`src/rtl/evhc_pkg.sv`:
```
// Shared types and constants for the edge vertex hash cache.
package evhc_pkg;

	localparam int GRID_SIDE_DEF    = 8;
	localparam int BUCKET_SLOTS_DEF = 8;
	localparam int VERTEX_BITS_DEF  = 16;

	localparam int COORD_W  = 3;
	localparam int VIN_W    = 16;
	localparam int ACTION_W = 2;

	typedef enum logic [ACTION_W-1:0] {
		ACT_LOOKUP = 2'd0,
		ACT_INSERT = 2'd1,
		ACT_CLEAR  = 2'd2,
		ACT_RSVD   = 2'd3
	} action_t;

	typedef enum logic [1:0] {
		ST_SWEEP,
		ST_IDLE,
		ST_ADDR,
		ST_EVAL
	} state_t;

	typedef struct packed {
		logic [COORD_W-1:0] x;
		logic [COORD_W-1:0] y;
		logic [COORD_W-1:0] z;
	} corner_t;

	typedef struct packed {
		corner_t lo;
		corner_t hi;
	} key_t;

	localparam int KEY_W = $bits(key_t);

	typedef struct packed {
		logic hit;
		logic full;
	} match_flags_t;

endpackage

```
`src/rtl/evhc_key.sv`:
```
// Edge key builder: corner ordering and bucket hash.
module evhc_key #(
	parameter int GRID_SIDE = evhc_pkg::GRID_SIDE_DEF,
	localparam int BKT_W = $clog2(2 * GRID_SIDE * GRID_SIDE * GRID_SIDE)
) (
	input  evhc_pkg::corner_t first,
	input  evhc_pkg::corner_t second,
	output evhc_pkg::key_t    key,
	output logic [BKT_W-1:0]  bucket
);
	import evhc_pkg::*;

	localparam int CMAX     = (1 << COORD_W) - 1;
	localparam int CID_MAX  = (CMAX * GRID_SIDE + CMAX) * GRID_SIDE + CMAX;
	localparam int SUM_MAX  = 2 * CID_MAX;
	localparam int SUM_W    = $clog2(SUM_MAX + 1);
	localparam int BKT_CNT  = 2 * GRID_SIDE * GRID_SIDE * GRID_SIDE;
	localparam int MAX_Q    = SUM_MAX / BKT_CNT;

	logic             swap;
	logic [SUM_W-1:0] id_lo;
	logic [SUM_W-1:0] id_hi;
	logic [SUM_W-1:0] rem;

	// packed compare of {x,y,z} is the lexicographic order
	assign swap   = first > second;
	assign key.lo = swap ? second : first;
	assign key.hi = swap ? first : second;

	assign id_lo = (SUM_W'(key.lo.x) * SUM_W'(GRID_SIDE) + SUM_W'(key.lo.y))
		* SUM_W'(GRID_SIDE) + SUM_W'(key.lo.z);
	assign id_hi = (SUM_W'(key.hi.x) * SUM_W'(GRID_SIDE) + SUM_W'(key.hi.y))
		* SUM_W'(GRID_SIDE) + SUM_W'(key.hi.z);

	// wrap only matters for small grids; MAX_Q compare-subtract steps
	always_comb begin
		rem = id_lo + id_hi;
		for (int i = 0; i < MAX_Q; i++) begin
			if (rem >= SUM_W'(BKT_CNT)) begin
				rem = rem - SUM_W'(BKT_CNT);
			end
		end
	end

	assign bucket = BKT_W'(rem);

endmodule

```
`config.mk`:
```
export PLATFORM = sky130hd
export DESIGN_NAME = evhc_key
export DESIGN_NICKNAME = d
export VERILOG_FILES = /design/src/rtl/evhc_pkg.sv /design/src/rtl/evhc_key.sv
export SDC_FILE = /design/constraint.sdc
export NUM_CORES = 1
export LEC_CHECK = 0
export BUFFER_PORTS_ARGS = -buffer_cell sky130_fd_sc_hd__buf_4
export CAP_MARGIN = 25
export CORE_ASPECT_RATIO = 0.9
export CORE_MARGIN = 5
export CORE_UTILIZATION = 30
export DETAILED_ROUTE_END_ITERATION = 16
export PLACE_DENSITY_LB_ADDON = 0.1
export SLEW_MARGIN = 25
export SYNTH_ARGS = -nofsm -noshare
export SYNTH_HDL_FRONTEND = slang
export SYNTH_SLANG_ARGS = --single-unit
```
`constraint.sdc`:
```
create_clock -name vclk -period 7
set_input_delay 1.4 -clock vclk [all_inputs]
set_output_delay 1.4 -clock vclk [all_outputs]
set_load 0.03 [all_outputs]
```
Word-level counts from Yosys, hierarchy flattened:

Index checks and enable logic that the tools add are counted.

* bits in registers: 0
* input port bits: 18
* output and inout bits: 28
* word-level logic and storage cells: 8

* add/subtract/negate cells: 5
* magnitude comparators: 1
* mux-type cells: 2

Operator list (number)
* 10-bit by 3-bit adder with 10-bit output: 2
* 9-bit two-way mux: 2
* 6-bit by 3-bit adder with 7-bit output: 2
* 10-bit adder: 1
* 9-bit > comparator: 1

Depth between registers and ports, before layout:

* depth in word-level cells: 5
* mapped depth: 8
* gate-level depth less buffers: 7

Worst setup path before layout:

OpenSTA, ideal clock, no wires.

* kind: input port to output port
* start point: input port second[4] in the netlist's numbering
* end point: output port bucket[9]
* arrival: 3203 ps
* data required time: 5600 ps
* slack: 2397 ps
* stages on the path: 7
* buffers on the path: 0
* cells stage by stage: inv_1 -> ha_1 -> inv_1 -> a21oi_1 -> or3_1 -> and3_1 -> o31ai_1

* longest elaborated chain between the ends: 5
* elaborated cells on any way between the ends: 8
* classes of those cells: add/sub: 5; order compare: 1; mux: 2

Ends and longest elaborated chain
* start, declared: RTL line evhc_key.sv:7 `input evhc_pkg::corner_t second,`
* 9-bit > comparator: RTL line evhc_key.sv:26 `assign swap = first > second;`
* 9-bit two-way mux (on tied branches): RTL line evhc_key.sv:27, evhc_key.sv:28
* 6-bit by 3-bit adder with 7-bit output (on tied branches): RTL line evhc_key.sv:30, evhc_key.sv:32
* 10-bit by 3-bit adder with 10-bit output (on tied branches): RTL line evhc_key.sv:31, evhc_key.sv:33
* 10-bit adder (*): RTL line evhc_key.sv:37 `rem = id_lo + id_hi;`
* end, declared: RTL line evhc_key.sv:9 `output logic [BKT_W-1:0] bucket`

Mark *: on every way between the ends. The rest lies on a longest branch, timed or not.

==> flow_metrics.tcl <==
set metrics [dict create \
    outcome "finished clean" \
    grt.total_usage 0.0968 \
    dp.final_hpwl_mm 1.75 \
    maxCapViolCount 0 \
    syn-cell-area_sq_um 865 \
    cpMostUsedCell "buf_4" \
    clock_buffers 0 \
    pwr-share-comb 1.000 \
    netlist_instances 97 \
    synthTopCellsByCount "18 x ha_1, 16 x inv_1, 10 x mux2_4" \
    avgViaCountPerCell 4.43 \
    pre_cts_slack_ns 2.06 \
    cp-start-kind "input port" \
    setup_violations 0 \
    vdd_drop_max_uv 53.8 \
    fin_cells 182 \
    critPathKind "input port to primary output" \
    worstMarginPinSlew_ns 0.703 \
    initialDrtViolationCount 14 \
    grt_max_degree 17 \
    cellPowerDensity_nw_per_um2 141 \
    synth_top_area_cell "ha_1" \
    synth_nets 134 \
    nFlopsAndLatches 0 \
    synth-seq-area-share 0 \
    hp-start "first[0]" \
    start_util 0.315 \
    path_cells "buf_4 -> ha_1 -> a21o_1 -> a21oi_1 -> o21ai_2 -> o211ai_4 -> mux2_2 -> buf_4" \
    areaGrowthSynthToFinish_pct 43.4 \
    worst_slack_ns 2.07 \
    switching_share 0.562 \
    num_antenna_cells 0 \
    synth_top_area_share 0.260 \
    rows 18 \
    grt_pass1_wl_mm 3.24 \
    die_height_um 60.9 \
    drtPass1Iterations 3 \
    die-area_sq_um 4060 \
    postCtsSetupBuffers 0 \
    port_buffers 46 \
    fmax_mhz 203 \
    regArea_sq_um 0 \
    place_congestion 0.718 \
    post_drt_wl_per_cell_um 10.8 \
    drv_slew 0 \
    core_area_sq_um 2750 \
    rsz0062_at_grt "false" \
    layout_min_cycle_time_ns 4.93 \
    drt-total-wl_mm 1.97 \
    antenna_found_initial 0 \
    cp-startpoint "first[2]" \
    overflow 0 \
    cp.required_ns 5.60 \
    io-pin-count 46 \
    critPathBufInv 2 \
    intPower_mw 0.0763 \
    synth.avg_cell_area_sq_um 8.91 \
    crit_family "compound AO/OA/AOI/OAI gates" \
    synth_cell_types 28 \
    p_sw_mw 0.0980 \
    hold_violations 0 \
    hp-class "input port to primary output" \
    holdBufCountCts 0 \
    yosysMostFrequentCell "ha_1" \
    die_x_um 66.6 \
    grt_pass1_vias 742 \
    ys_warn_count 0 \
    synthTopCellsByArea "ha_1 26%, mux2_4 17%, mux2_2 10%" \
    cts_resized 0 \
    cp.arrival_ns 3.53 \
    antenna_left 0 \
    dp.cells 182 \
    slew_headroom 0.529 \
    finalSetupTns_ns 0 \
    power_frac_seq 0 \
    layout-drive-gt1-share 0.507 \
    clkPwrFrac 0 \
    drc 0 \
    fin_crit_sh 0.704 \
    max_stage_delay_ns 0.58 \
    critPathCaptureType "primary output" \
    fin_nets 181 \
    slowest_stage "o211ai_4" \
    power_leakage_nw 0.665 \
    path_max_fanout 16 \
    vias 807 \
]
final timing paths:
check	endpoint	slack [ns]	depth (start not counted)
max	key[14]	2.07	8
min	key[9]	3.17	3
cells in the final DEF, fill, tap and decap left out, types with 2 or more instances in the layout:
cell and instances:
xnor2_1 6, mux2_4 10, ha_1 18, mux2_2 8
or3_1 4, inv_1 16, o21ai_2 2, a21oi_1 8
buf_4 46, nor2_1 5, o31ai_1 2
layout make-up:
type | count | area, sq um
fill | 291 | 1510
multi-input combinational | 80 | 785
timing repair buffer | 46 | 345
inverter | 16 | 60.1
tap | 40 | 50.0
worst min-delay path, cell delays in order:
cell	delay, ns
buf_4	0.10
mux2_4	0.13
buf_4	0.15
cell families after synthesis:
family                   count (synthesis)  share of synthesized area
multiplexers                            18                      0.278
buffers and inverters                   17                     0.0926
AND/OR/NAND/NOR                         17                      0.113
adder cells (fa/ha/maj)                 19                      0.284
XOR/XNOR                                 7                     0.0709
AO/OA/AOI/OAI                           19                      0.162
through the flow:
stage               area (sq um)  hold WS (ns)   util  total power, mW
finish                      1240          3.17  0.451            0.174
global route                1240          3.19  0.451            0.188
CTS                         1240          3.18  0.451            0.177
detailed placement          1240          3.17  0.451            0.177
global placement            1240          3.17  0.451            0.175
floorplan                    865          2.98      -            0.123
power by group through the flow:
stage	clock [mW]	sequential (mW)	combinational, mW
final	0	0	0.174
after CTS	0	0	0.177
after detailed placement	0	0	0.177
after global placement	0	0	0.175
after global routing	0	0	0.188
after floorplan	0	0	0.123
metal layers:
metal  global-route usage  share of wire  vias up
met4                    0              0        0
li1                     -              -      428
met3              0.00741          0.072        0
met2                0.164           0.45       23
met1                0.143           0.47      356
met5                    0              0        -
No activity file was read; power rests on OpenSTA's default activity.
