[config.mk]
export PLATFORM = sky130hd
export DESIGN_NAME = evhc_ram
export DESIGN_NICKNAME = d
export VERILOG_FILES = /design/src/rtl/evhc_ram.sv
export SDC_FILE = /design/constraint.sdc
export NUM_CORES = 1
export LEC_CHECK = 0
export BUFFER_PORTS_ARGS = -buffer_cell sky130_fd_sc_hd__buf_2
export CORE_ASPECT_RATIO = 1.75
export CORE_MARGIN = 5
export CORE_UTILIZATION = 35
export CTS_CLUSTER_SIZE = 16
export DETAILED_ROUTE_END_ITERATION = 10
export SETUP_SLACK_MARGIN = 0.15
export SYNTH_ARGS = -nofsm -noshare
export SYNTH_HDL_FRONTEND = slang
export SYNTH_SLANG_ARGS = --single-unit
[constraint.sdc]
create_clock -name clk -period 1.75 [get_ports clk]
set_input_delay 0.175 -clock clk [delete_from_list [all_inputs] [get_ports clk]]
set_output_delay 0.175 -clock clk [all_outputs]
set_load 0.1 [all_outputs]
[src/rtl/evhc_ram.sv]
// Generic single-write, single-read RAM with registered read data.
module evhc_ram #(
	parameter int WIDTH = 8,
	parameter int DEPTH = 16,
	localparam int AW = $clog2(DEPTH)
) (
	input  logic             clk,
	input  logic             wr_en,
	input  logic [AW-1:0]    wr_addr,
	input  logic [WIDTH-1:0] wr_data,
	input  logic             rd_en,
	input  logic [AW-1:0]    rd_addr,
	output logic [WIDTH-1:0] rd_data
);

	logic [WIDTH-1:0] mem [DEPTH];

	always_ff @(posedge clk) begin
		if (wr_en) begin
			mem[wr_addr] <= wr_data;
		end
		if (rd_en) begin
			rd_data <= mem[rd_addr];
		end
	end

endmodule

* After elaboration in Yosys (flattened, before gate mapping) *
Memory sizes are Yosys's and may differ from the RTL's. A register that Yosys moved wholly into a read port is not among the register bits.
Cells that the tools add are included.

cells by class
  muxes and demuxes = 2

operators with widths
  operator  number
  $mux 1    2

storage, ports and cells
  register bits after elaboration = 0
  memory bits (writable) = 128
  bits of input ports = 19
  output and inout bits = 8
  memories kept = 1

memory list
  name  words  width  rd ports  clocked after memory_dff  write ports  RTL line  RTL
  mem   16     8      1         1                         1            16        logic [WIDTH-1:0] mem [DEPTH];

* Longest topological paths before layout *
Gate-level depths: netlist of the first run.

  word-level depth = 2
  depth in mapped cells = 5

* Least setup slack after synthesis of the first run *
Ideal clock, no wire load.

  kind = input port to flip-flop
  start = in wr_addr[2]
  end = mem mem[0][0] (enable)
  setup time = 0.383 ns
  data arrival time = 1.285 ns
  required time = 1.367 ns
  path slack = 0.082 ns
  stages = 2
  buffers on the path = 0
  cell sequence = or3b_2 nor3_1

RTL lines
  item                RTL line  RTL
  start: declaration  9         input logic [AW-1:0] wr_addr,
  end: declaration    16

Straight into the memory's write port.

==> results.md, run 1 <==
- Die width: between 100 and 150 um
- Worst Tran Pin Value: 515 ps
- Largest fanout on the critical path: 1
- DR vias/cell: 5.13
- Worst hold start: rd_en
- Outcome: finished, final reports clean
- Placement Setup Slack: 64.3 ps
- Initial Util: 0.354
- Setup_tns: 0 ps
- RR Startpoint: mem[0][3]
- DRC viols: 0
- Yosys warning count: 0
- Clock Tree Buf Depth: 2
- Final HPWL DP: 7150 um
- Critical path type: register to register
- R2R cell count: 3
- Slowest stage cell, crit path: mux4_1
- Total Routed Length: 10,400 um
- Hold Crit Depth: 1
- Mapped Avg Cell Area: 22.8 um^2
- Leading area contributor after synthesis: edfxtp_1
- DR WL/cell: 21.5 um
- Post-CTS sizing: 0
- Hold Path Sink: rd_data[2]
- Minimum clock period: 1460 ps
- Latest clock arrival within the worst-skew pair: 410 ps
- RSZ-0062 raised after global routing: no
- Final setup margin: 294 ps
- Combinational Power Share: 0.057
- Syn_nets: 248
- Leakage: 2.16 nW
- Pint: 6.48 mW
- Synthesis-stage register bit count: ~140
- Grt total ovfl: 0
- Sequential-to-total area share from yosys stat: 0.781
- Worst EP required: 1910 ps
- Reg-to-reg endpoint: rd_data[3]
- Skew final: 6.44 ps
- Vias in the first global route: 2,665
- Flop pwr share: 0.457
- Chip height: roughly 170 um
- # setup viols final: 0
- Final Power: 8.06 mW
- Commonest non-fill, non-tap cells in the layout: 136 x edfxtp_1, 26 x buf_2, 20 x buf_4, 18 x mux4_2, 17 x clkbuf_16
- Max Fclk: 687 MHz
- ANT cells: 0
- CTS tree: yes
- Antenna violations before repair: 0
- Post-Place Cells: 451
- Clk root buf: clkbuf_16
- Share of cells above drive strength 1: 0.324
- Crit path largest cell delay: about 500 ps
- IO buf count: 26
- Post-CTS Setup Bufs: 0
- Post-route ant nets: 0
- Num CTS Buffers: 17
- CTS sink count: between 100 and 150
- Largest net degree at the start of global routing: 32
- Worst Setup End Kind: register
- Largest cells by area after synthesis: edfxtp_1 78%, mux4_2 7.8%, mux4_1 7.0%
- RD Place Congestion: ~0.73
- Core Box Area: 14,800 um^2
- Global-route wire length before repair: 16,000 um
- First-pass detailed-route iteration total: 4
- Area Overhead vs Synth: 21.9%
- Via count: 2,473
- Commonest non-fill, non-tap cell in the layout: edfxtp_1
- Max-cap check violation count: 0
- Clk pwr share: 0.486
- Crit-path cells: mux4_1 > a22oi_1 > nand2_1
- Synth top area share: 0.781
- Gr usage total: 0.132
- Hold Path Class: input pin to register
- CP startpoint kind: register
- Synth cell types: 18
- Die area: 17,600 um^2
- Layout Cells excl Fill: 482
- Drt initial violations: 150
- Sw Pwr: 1.58 mW
- Clock-pin transition on the worst setup and hold timing paths: approximately 60 ps
- CP startpoint: mem[0][3]
- R2R Setup Slk: 290 ps
- Slew HR: 0.659
- Fin crit share: 0.832
- Total Nets Final: 306
- H-tree depth: 4
- Mapped cell area: about 5200 um^2
- Peak VDD IR: 0.607 mV
- Power per cell area: between 1000 and 1500 nW/um^2
- Switch share: 0.196
- Critical Path AT: 1620 ps
- Final Max Tran Viols: 0
- Gate Count Post-Synth: 229
- Count of final hold-check violations: 0
- # IOs: 27
- Post-cts hold buffer count: 0
- Core Rows: 59
[cell families after synthesis]
kind of cell | share of synthesized area
AO/OA/AOI/OAI | 0.0230
buffers and inverters | 0.0165
AND/OR/NAND/NOR | 0.0314
multiplexers | 0.148
flip-flops | 0.781
[power by group through the flow]
stage                     registers, mW  clock network, mW  logic, mW
after floorplan                    3.87                  0      0.185
after global placement             3.75                  0      0.458
after detailed placement           3.76                  0      0.464
after CTS                          3.69               3.97      0.465
after global routing               3.69               4.15      0.489
final                              3.69               3.92      0.456
[worst max-delay path, delay by kind of cell (launching register included)]
family,cells,cell delay [ps]
multiplexers,1,500
flip-flops,1,370
AO/OA/AOI/OAI,1,250
AND/OR/NAND/NOR,1,80
[state kept, by name, summed over array words and instances, names as in the netlist]
register  flops
rd_data       8
mem         128
[through the flow]
stage	hold WS, ps	util	cell area (um^2)
finish	150	0.432	6370
global route	136	0.432	6370
CTS	132	0.432	6370
detailed placement	569	0.387	5720
global placement	560	0.387	5720
floorplan	274	-	5230
[layer usage]
metal,track usage,vias up,share of wire
li1,-,1096,-
met1,0.141,1301,0.37
met4,0.0514,0,0.017
met3,0.0438,12,0.035
met2,0.236,64,0.58
met5,0,-,0
[Yosys cell counts, drive strengths merged]
| master | count |
|---|---|
| a22oi | 16 |
| and2 | 1 |
| and2b | 1 |
| buf | 7 |
| clkdlybuf4s25 | 3 |
| edfxtp | 136 |
| mux4 | 32 |
| nand2 | 9 |
| nand2b | 2 |
| nand3 | 1 |
| nand3b | 2 |
| nor2 | 13 |
| nor2b | 1 |
| nor3 | 4 |
| or3b | 1 |
[final cells by class]
cell class	count	area [um^2]
timing repair buffer	49	340
sequential	136	4080
clock buffer	19	433
fill	1276	8390
tap	183	229
multi-input combinational	83	1060
clock inverter	12	225
[worst max path at each step]
stage | depth (start not counted) | end | slack (ps)
floorplan | 5 | rd_data[1] | 290
global placement | 5 | rd_data[3] | 80
detailed placement | 5 | rd_data[3] | 60
CTS | 3 | rd_data[3] | 290
global route | 3 | rd_data[2] | 240
finish | 3 | rd_data[3] | 290
(Power assumes the default switching activity.)
==> inputs of run 2 (changes only) <==
- clock period: 1.75 -> 1.35 ns (I/O delays scaled with it)
==> run 2 against run 1 <==
The flow now finishes with violations (setup timing). Combinational power is 44% higher. Critical path type unchanged. Maximum frequency is 6.0% higher. Final area is 2.0% higher. Final cell count is 1.7% higher. Critical endpoint is now rd_data[2]. Clock-buffer cell count is 2 lower. Largest power group unchanged. Global-route usage is 0.15 points lower. Sequential power is 30% higher. Setup slack worse by 320 ps.
==> results.md, run 2 (same netlist as run 1, synthesis figures left out) <==
- Total Routed Length: 10,200 um
- Area of the multi-input gates: 1080 um^2
- Fill count: 1,249
- Power per cell area: 1580 nW/um^2
- Total Nets Final: 313
- # IOs: 27
- Outcome: finished with violations
- Clock-pin transition on the worst setup and hold timing paths: 60 ps
- Die area: about 18,000 um^2
- Largest net degree at the start of global routing: 27
- DRC viols: 0
- CTS tree: yes
- Worst Tran Pin Value: 877 ps
- Post-route ant nets: 0
- Initial Util: 0.354
- CP startpoint kind: register
- Skew final: 11.3 ps
- Slew HR: 0.413
- Critical Path AT: 1530 ps
- First-pass detailed-route iteration total: 4
- Area Overhead vs Synth: 24.4%
- IO buf count: 26
- Fin crit share: 1.02
- Vias in the first global route: 2,663
- Global-route wire length before repair: 16,000 um
- Grt total ovfl: 0
- R2R cell count: 3
- Clk pwr share: 0.470
- Via count: 2,404
- Minimum clock period: between 1000 and 1500 ps
- Post-Place Cells: 458
- CP startpoint: mem[2][2]
- Max FFs per register: 128
- Leakage: roughly 2.2 nW
- DR WL/cell: roughly 21 um
- Failing checks: setup timing
- Worst hold start: rd_en
- Core Rows: just under 60
- # setup viols final: 8
- Gr usage total: 0.130
- Drt initial violations: about 130
- Largest fanout on the critical path: 1
- RD Place Congestion: roughly 0.77
- Num CTS Buffers: 17
- Top reg by flops: mem
- Max-cap check violation count: 0
- Share of cells above drive strength 1: 0.443
- Combinational Power Share: 0.064
- Latest clock arrival within the worst-skew pair: between 400 and 500 ps
- Switch share: 0.211
- Flop pwr share: 0.466
- Commonest non-fill, non-tap cell in the layout: edfxtp_1
- RSZ-0062 raised after global routing: yes
- Hold Path Class: input pin to register
- Post-CTS Setup Bufs: 0
- Clock Tree Buf Depth: 2
- Storage cell area: 4080 um^2
- Count of final hold-check violations: 0
- Worst EP required: approximately 1500 ps
- Setup_tns: -109 ps
- DR vias/cell: roughly 5
- Core Box Area: 14,800 um^2
- Final setup margin: -23.6 ps
- Final HPWL DP: between 7000 and 8000 um
- Clk root buf: clkbuf_16
- Final Max Tran Viols: 0
- Die width: around 100 um
- Commonest non-fill, non-tap cells in the layout: 136 x edfxtp_1, 32 x mux4_2, 28 x buf_4, 18 x buf_2, 17 x clkbuf_16
- ANT cells: 0
- Layout Cells excl Fill: 490
- Pint: 8.10 mW
- Worst Setup End Kind: register
- Peak VDD IR: around 0.69 mV
- Antenna violations before repair: 0
- RR Startpoint: mem[2][2]
- H-tree depth: 4
- Sw Pwr: ~2.2 mW
- Hold Crit Depth: 1
- CTS sink count: roughly 140
- Biggest regs: mem (128), rd_data (8)
- Critical path type: register to register
- Max Fclk: between 700 and 800 MHz
- Chip height: 172 um
run 2: changes by cell type in the layout (fill, tap and decap cells not counted), sizes merged:
| cell | before | now |
|---|---|---|
| clkinvlp | 2 | 3 |
| bufinv | 6 | 4 |
| inv | 0 | 1 |
| clkbuf | 19 | 17 |
| buf | 49 | 56 |
| clkinv | 4 | 7 |
run 2: final timing paths:
path,slack (ps),endpoint
max,-20,rd_data[2]
min,90,rd_data[4]
max reg2reg,-20,rd_data[2]
min reg2reg,750,rd_data[7]
run 2: per-layer routing:
metal  vias up  part of all wire  track usage
li1       1102                 -            -
met1      1239              0.37        0.137
met2        52              0.59        0.238
met3        11             0.027       0.0369
met4         0             0.015       0.0548
met5         -                 0            0
run 2: cell type report:
cell class                 instances  area share
clock inverter                    15      0.0310
timing repair buffer              56      0.0743
clock buffer                      17      0.0654
sequential                       136       0.628
tap                              183      0.0352
multi-input combinational         83       0.166
run 2: metrics by stage:
step | util | hold slack [ps] | area, um^2 | setup slack [ps] | power [mW]
6_report | 0.441 | 88.0 | 6500 | -23.6 | 10.3
5_1_grt | 0.441 | 83.2 | 6500 | -73.4 | 10.6
4_1_cts | 0.439 | 82.6 | 6490 | -39.0 | 10.4
3_5_place_dp | 0.391 | 525 | 5780 | -272 | 5.49
3_3_place_gp | 0.391 | 508 | 5780 | -262 | 5.47
2_1_floorplan | - | 234 | 5250 | 14.6 | 5.28
run 2: critical path: stages (launching register included):
cell      delay [ps]
edfxtp_1         380
mux4_2           480
a22oi_2          180
nand2_1           80
run 2: power by group through the flow:
stage	clock (mW)	sequential, mW	combinational [mW]
floorplan	0	5.01	0.266
global placement	0	4.87	0.602
detailed placement	0	4.88	0.620
CTS	4.92	4.79	0.664
global route	5.14	4.80	0.702
finish	4.82	4.79	0.658
run 2: what timing repair did:
action | 4_1_cts | 5_1_grt
endpoints found under the setup margin | 16 | 12
hold buffers | 0 | 0
resized for setup | 24 | 4
pin swaps | 6 | 2
