===== src/rtl/evhc_pkg.sv =====
// Shared types and constants for the edge vertex hash cache.
package evhc_pkg;

	localparam int GRID_SIDE_DEF    = 8;
	localparam int BUCKET_SLOTS_DEF = 8;
	localparam int VERTEX_BITS_DEF  = 16;

	localparam int COORD_W  = 3;
	localparam int VIN_W    = 16;
	localparam int ACTION_W = 2;

	typedef enum logic [ACTION_W-1:0] {
		ACT_LOOKUP = 2'd0,
		ACT_INSERT = 2'd1,
		ACT_CLEAR  = 2'd2,
		ACT_RSVD   = 2'd3
	} action_t;

	typedef enum logic [1:0] {
		ST_SWEEP,
		ST_IDLE,
		ST_ADDR,
		ST_EVAL
	} state_t;

	typedef struct packed {
		logic [COORD_W-1:0] x;
		logic [COORD_W-1:0] y;
		logic [COORD_W-1:0] z;
	} corner_t;

	typedef struct packed {
		corner_t lo;
		corner_t hi;
	} key_t;

	localparam int KEY_W = $bits(key_t);

	typedef struct packed {
		logic hit;
		logic full;
	} match_flags_t;

endpackage


===== src/rtl/evhc_match.sv =====
// Bucket word compare for lookups and slot merge for inserts.
module evhc_match #(
	parameter int BUCKET_SLOTS = evhc_pkg::BUCKET_SLOTS_DEF,
	parameter int VERTEX_BITS  = evhc_pkg::VERTEX_BITS_DEF,
	localparam int FW     = $clog2(BUCKET_SLOTS + 1),
	localparam int SLOT_W = evhc_pkg::KEY_W + VERTEX_BITS,
	localparam int WORD_W = BUCKET_SLOTS * SLOT_W
) (
	input  logic [WORD_W-1:0]       word,
	input  logic [FW-1:0]           fill,
	input  evhc_pkg::key_t          key,
	input  logic [VERTEX_BITS-1:0]  vin,
	output evhc_pkg::match_flags_t  flags,
	output logic [VERTEX_BITS-1:0]  hit_vid,
	output logic [WORD_W-1:0]       new_word
);
	import evhc_pkg::*;

	logic [SLOT_W-1:0] new_slot;

	assign new_slot   = {key, vin};

	// descending scan so the earliest matching slot wins
	always_comb begin
		logic [SLOT_W-1:0] slot;
		flags.full = fill >= FW'(BUCKET_SLOTS);
		flags.hit  = 1'b0;
		hit_vid    = '0;
		slot       = '0;
		for (int k = BUCKET_SLOTS - 1; k >= 0; k--) begin
			slot = word[k*SLOT_W +: SLOT_W];
			if ((FW'(k) < fill) && (slot[SLOT_W-1 -: KEY_W] == key)) begin
				flags.hit = 1'b1;
				hit_vid   = slot[VERTEX_BITS-1:0];
			end
		end
	end

	always_comb begin
		new_word = word;
		for (int k = 0; k < BUCKET_SLOTS; k++) begin
			if (FW'(k) == fill) begin
				new_word[k*SLOT_W +: SLOT_W] = new_slot;
			end
		end
	end

endmodule


===== config.mk =====
export PLATFORM = sky130hd
export DESIGN_NAME = evhc_match
export DESIGN_NICKNAME = d
export VERILOG_FILES = /design/src/rtl/evhc_pkg.sv /design/src/rtl/evhc_match.sv
export SDC_FILE = /design/constraint.sdc
export NUM_CORES = 1
export LEC_CHECK = 0
export BUFFER_PORTS_ARGS = -buffer_cell sky130_fd_sc_hd__buf_2
export CORE_AREA = 2 2 230 232
export DETAILED_ROUTE_END_ITERATION = 8
export DIE_AREA = 0 0 232 234
export PLACE_DENSITY = 0.41
export SYNTH_ARGS = -nofsm -noshare
export SYNTH_HDL_FRONTEND = slang
export SYNTH_SLANG_ARGS = --single-unit

===== constraint.sdc =====
create_clock -name vclk -period 2.8
set_clock_uncertainty 0.15 [all_clocks]
set_input_delay 0.28 -clock vclk [all_inputs]
set_output_delay 0.28 -clock vclk [all_outputs]
set_load 0.1 [all_outputs]

Word-level counts from Yosys, hierarchy flattened
Index checks and enable logic that the tools add are counted.
Storage, ports and cells
  register bits after elaboration: 0
  logic and storage cells: 57
  output and inout bits: 290
Operators by class
  multiplexer cells: 24
  order comparisons: 9
  equality and inequality tests: 15
  reduce and logical (&&, ||, !) cells: 9
Operator list (count)
  34-bit 2-to-1 mux: 8
  18-bit equality test: 8
  16-bit 2-to-1 mux: 8
  3-bit by 4-bit equality test with 1-bit output (first input constant): 4
  3-bit by 4-bit less-than comparator with 1-bit output (first input constant): 4
  2-bit by 4-bit equality test with 1-bit output (first input constant): 2
  1-bit logical AND: 8
  1-bit by 4-bit less-than comparator with 1-bit output (first input constant): 2
  2-bit by 4-bit less-than comparator with 1-bit output (first input constant): 2
  1-bit 2-to-1 mux: 8
  1-bit by 4-bit equality test with 1-bit output (first input constant): 1
  4-bit >= comparator (second input constant): 1
  4-bit zero test: 1

Logic depth before layout (Yosys ltp)
Gate-level depths: netlist (run 1).
  depth after elaboration: 10
  gate-level depth with buffers: 11
  mapped depth without buffers: 7

Least setup slack after synthesis (run 1)
No wires, ideal clock.
  path kind: in2out
  start point: input port fill[3]
  end point: output port new_word[47]
  data required time: 2370 ps
  arrival time: 3230 ps
  slack: -860 ps
  stages: 6
  cell sequence: buf_2 nor3_1 and2_1 clkbuf_1 buf_1 o21ai_0
On the way
  longest elaborated chain between the ends: 2
Ends and longest elaborated chain
  start: declaration: line evhc_match.sv:10  | input logic [FW-1:0] fill,
  1-bit by 4-bit equality test with 1-bit output: line evhc_match.sv:42  | if (FW'(k) == fill) begin
  34-bit 2-to-1 mux: line evhc_match.sv:42
  end: declaration: line evhc_match.sv:15  | output logic [WORD_W-1:0] new_word
Every way passes these cells.

Worst setup path after layout (run 1)
  start point: input port key[8] in the netlist's numbering
  end point: output port hit_vid[15]
On the way
  longest elaborated chain between the ends: 10
Ends and longest elaborated chain
  start: declaration: line evhc_match.sv:11  | input evhc_pkg::key_t key,
  18-bit equality test: line evhc_match.sv:32  | if ((FW'(k) < fill) && (slot[SLOT_W-1 -: KEY_W] == key)) begin
  1-bit logical AND: line evhc_match.sv:32
  16-bit 2-to-1 mux (7 in series): line evhc_match.sv:32
  16-bit 2-to-1 mux (*): line evhc_match.sv:32
  end: declaration: line evhc_match.sv:14  | output logic [VERTEX_BITS-1:0] hit_vid,
Mark *: on every way between the ends. The rest lies on a longest branch, timed or not.

==> metrics.log, run 1 <==
[metrics] instance area at placement: ~0.013 sq mm
[metrics] First DRT Iteration DRCs: approximately 310
[metrics] number of clock buffers in the layout: 0
[metrics] worst ir drop on vdd: roughly 170 uV
[metrics] Setup TNS: -6920 ps
[metrics] Pre-Repair DR Iteration Count: 4
[metrics] failing checks: negative setup slack
[metrics] startpoint types: input pin
[metrics] f_max: about 300 MHz
[metrics] chip width: between 200 and 250 um
[metrics] mapped cell area: ~0.0067 sq mm
[metrics] global-route wire length before repair: about 76000 um
[metrics] number of different library cells in the post-synthesis netlist: 48
[metrics] max-cap violation count: 0
[metrics] post-layout util: 0.277
[metrics] Data required, critical path: ~2400 ps
[metrics] Die H: roughly 230 um
[metrics] PnR worst setup slack: -456 ps
[metrics] Total Routing Usage GR: 0.197
[metrics] die footprint: roughly 0.054 sq mm
[metrics] leakage: 0.00631 uW
[metrics] Worst Path Class, Setup: input pin to output pin
[metrics] initial antenna violation count: 15
[metrics] total power density per cell area: between 200 and 300 mW/mm^2
[metrics] type of the tightest min-delay check: input pin to output pin
[metrics] Data arrival, critical path: 2830 ps
[metrics] half-perimeter wire length of the detailed placement result: between 40000 and 50000 um
[metrics] growth of design area from synthesis to finish: 116%
[metrics] kind of end point of the critical path: output pin
[metrics] worst max-slew margin expressed relative to the limit: 0.614
[metrics] transition time at the pin with the least slew margin: slightly below 600 ps
[metrics] share of total power in the clock network: 0
[metrics] Hold Vio Cnt, Final: 0
[metrics] internal power component: around 1100 uW
[metrics] count of pins over their slew limit: 0
[metrics] power share of the sequential group: 0
[metrics] routed vias/inst: 4.40
[metrics] row cnt: between 80 and 90
[metrics] Syn Nets: ~1.1k
[metrics] starting density of the core: 0.128
[metrics] sequential cell area in the final layout: 0 sq um
[metrics] Routed Wire Length: 58000 um
[metrics] number of sequential cells in the layout: 0
[metrics] area inside the core boundary: ~0.052 sq mm
[metrics] reported net switching power: about 2800 uW
[metrics] pin count of the biggest net entering global routing: 35
[metrics] run status: finished with violations
[metrics] final number of setup-violating endpoints: 17
[metrics] overflow left after global routing: 0
[metrics] placer congestion estimate: a little over 0.9
[metrics] sequential-to-total area share from yosys stat: 0
[metrics] critical path fanouts, max: 6
[metrics] mean routed wirelength per cell: around 27 um
[metrics] antenna-violating nets left: 0
[metrics] switching part of the total power: 0.715
[metrics] Gate Count Post-Synth: 789
[metrics] vias in the first global route: 9914
[metrics] via count: a little under 10k
[metrics] share of power burned in combinational logic: 1.000
[metrics] unrepaired setup endpoints after global routing: yes
[metrics] share of the clock period used by the worst path after layout: 1.16
[metrics] total I/O pin count: 600
[metrics] area of all placed cells without fillers: approximately 0.014 sq mm
[metrics] IO buf count: 600
[metrics] DRC violation count after routing: 0
[metrics] hold buffer count at cts: 0
[metrics] fraction of final layout cells with drive strength greater than 1: 0.789
[metrics] Post-Synthesis Mean Instance Area: approximately 8.5 sq um
[metrics] # nets final: 1807
[metrics] synth warn: 0
[metrics] fin crit period: around 3300 ps
## path summary, 6_finish.rpt
path | startpoint | end | slack, ps | cells after the start
setup / recovery | key[8] | hit_vid[15] | -460 | 14
hold / removal | word[3] | hit_vid[3] | 800 | 3
## per-layer routing
metal  up-vias  global-route usage  wire length, um
met2       509               0.381            30500
met3        95              0.0330             3470
li1       4376                   -                -
met4         4              0.0639             1960
met1      4635               0.217            22000
met5         -                   0               23
## layout make-up
cell class         count  area, sq um
fillers             5586        37600
multi-input cells    688         6880
repair buffers       805         6640
well taps            688          861
diodes                 4         10.0
inverters              2         7.51
## critical path, stage by stage
cell	delay (ps)
buf_8	100
buf_6	120
xor2_1	180
nor4_2	270
buf_4	140
nand4_1	190
buf_4	210
or2_4	270
buf_6	150
o311a_4	120
o311ai_4	330
buf_4	170
a22o_4	110
buf_12	160
## power by group through the flow
stage,Clock (uW),Sequential (uW),Combinational [uW]
after global routing,0.0000969,0,3990
after floorplan,0,0,2550
after detailed placement,0,0,3770
after global placement,0,0,3770
final,0.000194,0,3870
after CTS,0,0,3830
## stage by stage
step	power, uW	worst slack, ps	hold WS [ps]	cells
2_1_floorplan	2550	-130	701	789
3_3_place_gp	3770	-1330	809	2145
3_5_place_dp	3770	-1340	806	2145
4_1_cts	3830	-626	807	2160
5_1_grt	3990	-600	813	2185
6_report	3870	-456	804	2187
## cells by family after synthesis
family,count (synthesis),synth area share
AO/OA/AOI/OAI,85,0.111
XOR/XNOR,144,0.189
buffers and inverters,101,0.0836
AND/OR/NAND/NOR,187,0.157
multiplexers,272,0.459
## layout by cell type (no fill, tap or decap), types with 2 or more instances in the layout
cell,count
buf_2,491
mux2_2,271
buf_4,146
buf_12,128
xnor2_1,69
xor2_1,51
nand4_1,49
nand2_1,35
nor2_1,32
buf_6,27
o311a_1,24
nand3_1,18
xnor2_2,11
o31ai_1,9
xor2_2,8
a22o_2,8
o311ai_4,8
nor4_2,7
a22o_4,7
buf_8,7
nor4_4,6
o311ai_2,6
o311a_4,5
o31ai_2,5
diode_2,4
nor3_1,4
nor3_2,4
or4_4,3
nor4_1,3
nor3_4,3
xnor2_4,3
and3_1,3
nand2b_1,3
inv_1,2
or2_2,2
a21oi_1,2
and2_4,2
xor2_4,2
clkbuf_4,2
## synth_stat cells (2+ instances only)
| cell | number | area [sq um] |
|---|---|---|
| or4_1 | 3 | 22.5 |
| a21oi_1 | 2 | 10.0 |
| xor2_1 | 61 | 534 |
| or2_2 | 2 | 12.5 |
| buf_4 | 13 | 97.6 |
| a22o_1 | 15 | 131 |
| nor3_1 | 7 | 35.0 |
| and2_1 | 3 | 18.8 |
| and3_1 | 4 | 25.0 |
| buf_2 | 16 | 80.1 |
| xnor2_1 | 83 | 727 |
| nand3_1 | 19 | 95.1 |
| o311a_1 | 29 | 290 |
| buf_1 | 5 | 18.8 |
| o31ai_1 | 14 | 105 |
| o311ai_1 | 10 | 87.6 |
| mux2_2 | 271 | 3050 |
| o311ai_0 | 5 | 43.8 |
| nor4_1 | 9 | 56.3 |
| nand2b_1 | 3 | 18.8 |
| nor3_2 | 3 | 30.0 |
| o21ai_0 | 3 | 15.0 |
| buf_6 | 13 | 146 |
| nor2_1 | 34 | 128 |
| nand4_1 | 49 | 307 |
| clkbuf_1 | 50 | 188 |
| nand2_1 | 36 | 135 |
| inv_1 | 2 | 7.51 |
| nor4_2 | 6 | 75.1 |
## what timing repair did
action	CTS	global route
endpoints found under the setup margin	34	17
buffers inserted	13	28
cloned	3	1
pin swaps	31	50
resized for setup	82	93
(Power assumes the default switching activity.)
==> inputs of run 2 (changes only) <==
Clock period 2.8 ns to 3.7 ns, I/O delays scaled along.
==> metrics.log, run 2 (same netlist as run 1, synthesis figures left out) <==
[metrics] number of standard cells in the layout, taps in and fillers out: 2076 (was 2187)
[metrics] Data arrival, critical path: 3060 ps (was 2830 ps)
[metrics] number of clock buffers in the layout: 0 (unchanged)
[metrics] count of pins over their slew limit: 0 (unchanged)
[metrics] switching part of the total power: 0.784 (was 0.715)
[metrics] unrepaired setup endpoints after global routing: no (was yes)
[metrics] Routed Wire Length: 53800 um (was 58000 um)
[metrics] antenna-violating nets left: 0 (unchanged)
[metrics] die footprint: 0.0543 sq mm (unchanged)
[metrics] most used cells in the layout excluding fill and tap cells: buf_2 (574), mux2_2 (271), buf_4 (84), xnor2_1 (81), xor2_1 (60) (was buf_2 (491), mux2_2 (271), buf_4 (146), buf_12 (128), xnor2_1 (69))
[metrics] pin count of the biggest net entering global routing: 35 (unchanged)
[metrics] starting density of the core: 0.128 (unchanged)
[metrics] Pre-Repair DR Iteration Count: 5 (was 4)
[metrics] fraction of final layout cells with drive strength greater than 1: 0.722 (was 0.789)
[metrics] f_max: around 280 MHz
[metrics] overflow left after global routing: 0 (unchanged)
[metrics] number of sequential cells in the layout: 0 (unchanged)
[metrics] worst ir drop on vdd: 141 uV (was 171 uV)
[metrics] transition time at the pin with the least slew margin: 746 ps (was 583 ps)
[metrics] chip width: 232 um (unchanged)
[metrics] type of the tightest min-delay check: input pin to output pin (unchanged)
[metrics] Die H: 234 um (unchanged)
[metrics] Max stage delay on crit path: 360 ps (was 330 ps)
[metrics] First DRT Iteration DRCs: 581 (was 309)
[metrics] worst max-slew margin expressed relative to the limit: 0.502 (was 0.614)
[metrics] row cnt: 84 (unchanged)
[metrics] # nets final: 1696 (was 1807)
[metrics] via count: 9307 (was 9619)
[metrics] critical path fanouts, max: 13 (was 6)
[metrics] routed vias/inst: 4.48 (was 4.40)
[metrics] sequential cell area in the final layout: 0 sq um (unchanged)
[metrics] hold buffer count at cts: 0 (unchanged)
[metrics] placer congestion estimate: 0.924 (was 0.930)
[metrics] max-cap violation count: 0 (unchanged)
[metrics] Hold Vio Cnt, Final: 0 (unchanged)
[metrics] Data required, critical path: 3180 ps (was 2370 ps)
[metrics] vias in the first global route: 9130 (was 9914)
[metrics] cell type with the highest occurrence count on the critical path: buf_4 (unchanged)
[metrics] fin crit period: approximately 3600 ps
[metrics] Cells after DPL: 2072 (was 2145)
[metrics] DRC violation count after routing: 0 (unchanged)
[metrics] internal power component: 559 uW (was 1100 uW)
[metrics] IO buf count: 600 (unchanged)
[metrics] run status: finished clean (was finished with violations)
[metrics] Post-CTS Setup Inserts: 0 (was 13)
[metrics] initial antenna violation count: 15 (unchanged)
[metrics] Setup TNS: 0 ps (was -6920 ps)
[metrics] CP delay by family, top: buffers and inverters (unchanged)
[metrics] power share of the sequential group: 0 (about the same)
[metrics] global-route wire length before repair: 70500 um (was 75900 um)
[metrics] reported net switching power: 2030 uW (was 2770 uW)
[metrics] total I/O pin count: 600 (unchanged)
[metrics] CP Buf/Inv Count: 5 (was 7)
[metrics] startpoint types: input pin (unchanged)
[metrics] kind of end point of the critical path: output pin (unchanged)
[metrics] CP max-delay cell: nor4_1 (was o311ai_4)
[metrics] final number of setup-violating endpoints: 0 (was 17)
[metrics] Total Routing Usage GR: 0.184 (was 0.197)
[metrics] area inside the core boundary: 0.0520 sq mm (unchanged)
[metrics] total power density per cell area: 229 mW/mm^2 (was 269 mW/mm^2)
[metrics] Worst Path Class, Setup: input pin to output pin (unchanged)
[metrics] growth of design area from synthesis to finish: 69.0% (was 116%)
[metrics] most frequent standard cell in the layout excluding fill and tap cells: buf_2 (unchanged)
[metrics] share of the clock period used by the worst path after layout: 0.969
[metrics] share of power burned in combinational logic: 1.000 (about the same)
[metrics] share of total power in the clock network: 0 (about the same)
[metrics] Layout fillers: 5888 (was 5586)
[metrics] worst path cell trace: buf_2 -> xor2_1 -> nor4_1 -> buf_4 -> nand4_1 -> buf_4 -> or2_4 -> buf_4 -> o311a_1 -> o311ai_1 -> a22o_1 -> buf_12 (was buf_8 -> buf_6 -> xor2_1 -> nor4_2 -> buf_4 -> nand4_1 -> buf_4 -> or2_4 -> buf_6 -> o311a_4 -> o311ai_4 -> buf_4 -> a22o_4 -> buf_12)
[metrics] mean routed wirelength per cell: 25.9 um (was 26.5 um)
[metrics] leakage: 0.00490 uW (was 0.00631 uW)
[metrics] half-perimeter wire length of the detailed placement result: 46400 um (was 48600 um)
## run 2: final cells by class
cell class	count	area [sq um]	area share
multi-input cells	688	6290	0.557
repair buffers	694	4120	0.365
well taps	688	861	0.0763
diodes	4	10.0	0.000887
inverters	2	7.51	0.000666
## run 2: final timing paths
| check | cells past startpoint | endpoint | slack (ps) | start |
|---|---|---|---|---|
| worst max-delay path | 12 | hit_vid[7] | 120 | key[8] |
| worst min-delay path | 3 | hit_vid[11] | 1040 | word[11] |
## run 2: per-layer routing
layer,track usage,share of wire,routed length (um)
met1,0.227,0.41,21900
met2,0.348,0.51,27600
met3,0.0180,0.057,3080
met4,0.0329,0.022,1170
met5,0,0.00019,10
## run 2: tightest hold or removal path, cell delays in order
cell and delay [ps]:
buf_2 90, a22o_1 170, buf_12 180
## run 2: power groups by stage
stage                     sequential [uW]  combinational [uW]  clock, uW
after floorplan                         0                1930          0
after global placement                  0                2580          0
after detailed placement                0                2580          0
after CTS                               0                2590          0
after global routing                    0                2660   0.000109
final                                   0                2590   0.000145
## run 2: stage by stage
step           hold WS, ps  instance area, sq um  utilization  setup slack, ps  power, uW
5_1_grt               1050                 11300        0.217             14.0       2660
3_5_place_dp          1050                 11100        0.214             -626       2580
2_1_floorplan         1060                  6670            -             -140       1930
4_1_cts               1050                 11200        0.215             3.71       2590
6_report              1040                 11300        0.217              116       2590
3_3_place_gp          1050                 11100        0.214             -584       2580
## run 2: repair_timing
item                                    CTS  global route
gates resized for setup                  14            16
cloned                                    0             0
endpoints found under the setup margin   17            14
pin swaps                                 1             4
==> inputs of run 3 (changes only) <==
--- a/config.mk
+++ b/config.mk
@@ -11,4 +11,5 @@
 export DIE_AREA = 0 0 232 234
 export PLACE_DENSITY = 0.41
+export REMOVE_ABC_BUFFERS = 1
 export SYNTH_ARGS = -nofsm -noshare
 export SYNTH_HDL_FRONTEND = slang
==> constraint.sdc (replaced) <==
create_clock -name vclk -period 3.7
set_clock_uncertainty 0.15 [all_clocks]
set_input_delay 0.185 -clock vclk [all_inputs]
set_output_delay 0.185 -clock vclk [all_outputs]
set_load 0.1 [all_outputs]
==> metrics.log, run 3 (same netlist as run 1, synthesis figures left out) <==
[metrics] run status: finished clean (unchanged)
[metrics] First DRT Iteration DRCs: 444 (was 581)
[metrics] overflow left after global routing: 0 (unchanged)
[metrics] setup slack after placement: 101 ps (was -626 ps)
[metrics] Cells on Worst Hold Path: 3 (unchanged)
[metrics] Pre-Repair DR Iteration Count: 7 (was 5)
[metrics] instance area at placement: 0.0109 sq mm (was 0.0111 sq mm)
[metrics] Die H: 234 um (unchanged)
[metrics] Cells after DPL: 2046 (was 2072)
[metrics] Hold Vio Cnt, Final: 0 (unchanged)
[metrics] worst ir drop on vdd: 145 uV (was 141 uV)
[metrics] number of clock buffers in the layout: 0 (unchanged)
[metrics] transition time at the pin with the least slew margin: 857 ps (was 746 ps)
[metrics] antenna-violating nets left: 0 (unchanged)
[metrics] vias in the first global route: 9232 (was 9130)
[metrics] fin crit period: 3550 ps (was 3580 ps)
[metrics] fraction of final layout cells with drive strength greater than 1: 0.708 (was 0.722)
[metrics] # nets final: 1670 (was 1696)
[metrics] total power density per cell area: 234 mW/mm^2 (was 229 mW/mm^2)
[metrics] most used routing layer: met2 (unchanged)
[metrics] hold wc startpoint: word[3] (was word[11])
[metrics] starting density of the core: 0.128 (unchanged)
[metrics] Total Routing Usage GR: 0.192 (was 0.184)
[metrics] most frequent standard cell in the layout excluding fill and tap cells: buf_2 (unchanged)
[metrics] chip width: 232 um (unchanged)
[metrics] area inside the core boundary: 0.0520 sq mm (unchanged)
[metrics] critical path fanouts, max: 17 (was 13)
[metrics] kind of end point of the critical path: output pin (unchanged)
[metrics] leakage: 0.00471 uW (was 0.00490 uW)
[metrics] final number of setup-violating endpoints: 0 (unchanged)
[metrics] worst max-slew margin expressed relative to the limit: 0.427 (was 0.502)
[metrics] half-perimeter wire length of the detailed placement result: 47600 um (was 46400 um)
[metrics] fraction of met3 tracks used by global routing: 0.0188 (was 0.0180)
[metrics] f_max: 282 MHz (was 279 MHz)
[metrics] area of all placed cells without fillers: 0.0109 sq mm (was 0.0113 sq mm)
[metrics] unrepaired setup endpoints after global routing: no (unchanged)
[metrics] met2 demand-to-capacity share in global routing: 0.370 (was 0.348)
[metrics] type of the tightest min-delay check: input pin to output pin (unchanged)
[metrics] row cnt: 84 (unchanged)
[metrics] most used cells in the layout excluding fill and tap cells: buf_2 (581), mux2_2 (271), xnor2_1 (83), buf_4 (63), xor2_1 (61) (was buf_2 (574), mux2_2 (271), buf_4 (84), xnor2_1 (81), xor2_1 (60))
[metrics] post-route worst hold slack: 664 ps (was 1040 ps)
[metrics] growth of design area from synthesis to finish: 63.8% (was 69.0%)
[metrics] GR Layer Usage met1: 0.215 (was 0.227)
[metrics] terminating pin of the worst hold path: hit_vid[3] (was hit_vid[11])
[metrics] global-route wire length before repair: 73000 um (was 70500 um)
[metrics] IO buf count: 600 (unchanged)
[metrics] Routed Wire Length: 56100 um (was 53800 um)
[metrics] number of standard cells in the layout, taps in and fillers out: 2060 (was 2076)
[metrics] share of the clock period used by the worst path after layout: 0.959 (was 0.969)
[metrics] initial antenna violation count: 22 (was 15)
[metrics] routed vias/inst: 4.43 (was 4.48)
[metrics] count of pins over their slew limit: 0 (unchanged)
[metrics] sequential cell area in the final layout: 0 sq um (unchanged)
[metrics] via count: 9135 (was 9307)
[metrics] placer congestion estimate: 0.891 (was 0.924)
[metrics] Data arrival, critical path: 3210 ps (was 3060 ps)
[metrics] Data required, critical path: 3370 ps (was 3180 ps)
[metrics] startpoint types: input pin (unchanged)
[metrics] number of sequential cells in the layout: 0 (unchanged)
[metrics] PnR worst setup slack: 153 ps (was 116 ps)
[metrics] total I/O pin count: 600 (unchanged)
[metrics] Setup TNS: 0 ps (unchanged)
[metrics] DRC violation count after routing: 0 (unchanged)
[metrics] Worst Path Class, Setup: input pin to output pin (unchanged)
[metrics] mean routed wirelength per cell: 27.3 um (was 25.9 um)
[metrics] max-cap violation count: 0 (unchanged)
[metrics] die footprint: 0.0543 sq mm (unchanged)
[metrics] pin count of the biggest net entering global routing: 35 (unchanged)
run 3: metrics by stage:
| stage | power (uW) | util |
|---|---|---|
| floorplan | 1850 | - |
| global placement | 2560 | 0.209 |
| detailed placement | 2560 | 0.209 |
| CTS | 2570 | 0.209 |
| global route | 2630 | 0.210 |
| finish | 2560 | 0.210 |
run 3: power by group:
group          internal [uW]  total, uW  leakage [uW]  switching (uW)
clock network       0.000513   0.000513  0.0000000887               0
logic                    535       2560       0.00471            2020
registers                  0          0             0               0
run 3: layer usage:
metal  share of wire  vias up  wire [um]
met3           0.049       96       2740
met1            0.39     4347      21900
met2            0.52      568      29300
met4           0.039        0       2200
li1                -     4124          -
met5               0        -          0
run 3: worst max-delay path, stage by stage:
cell and delay [ps]:
buf_2 340, xnor2_1 240, nand4_1 200, or4_1 620, buf_4 250, o311a_1 340, o311ai_0 470, buf_4 200
a22o_1 160, buf_12 180
run 3: worst max-delay path by stage:
stage	depth (start not counted)	endpoint	startpoint
after floorplan	3	new_word[170]	fill[3]
after global placement	10	hit_vid[0]	key[5]
after detailed placement	10	hit_vid[3]	key[5]
after CTS	10	hit_vid[3]	key[5]
after global routing	10	hit_vid[0]	key[5]
final	10	hit_vid[3]	key[5]
run 3: repair_timing:
item	in CTS	in global routing
hold buffers	0	0
setup buffers	0	0
endpoints found under the setup margin	0	2
gates resized for setup	0	2
run 3: area by class of cell:
class	count	area, sq um
repair buffers	668	3840
inverters	2	7.51
fillers	5875	41100
diodes	14	35.0
well taps	688	861
multi-input cells	688	6190
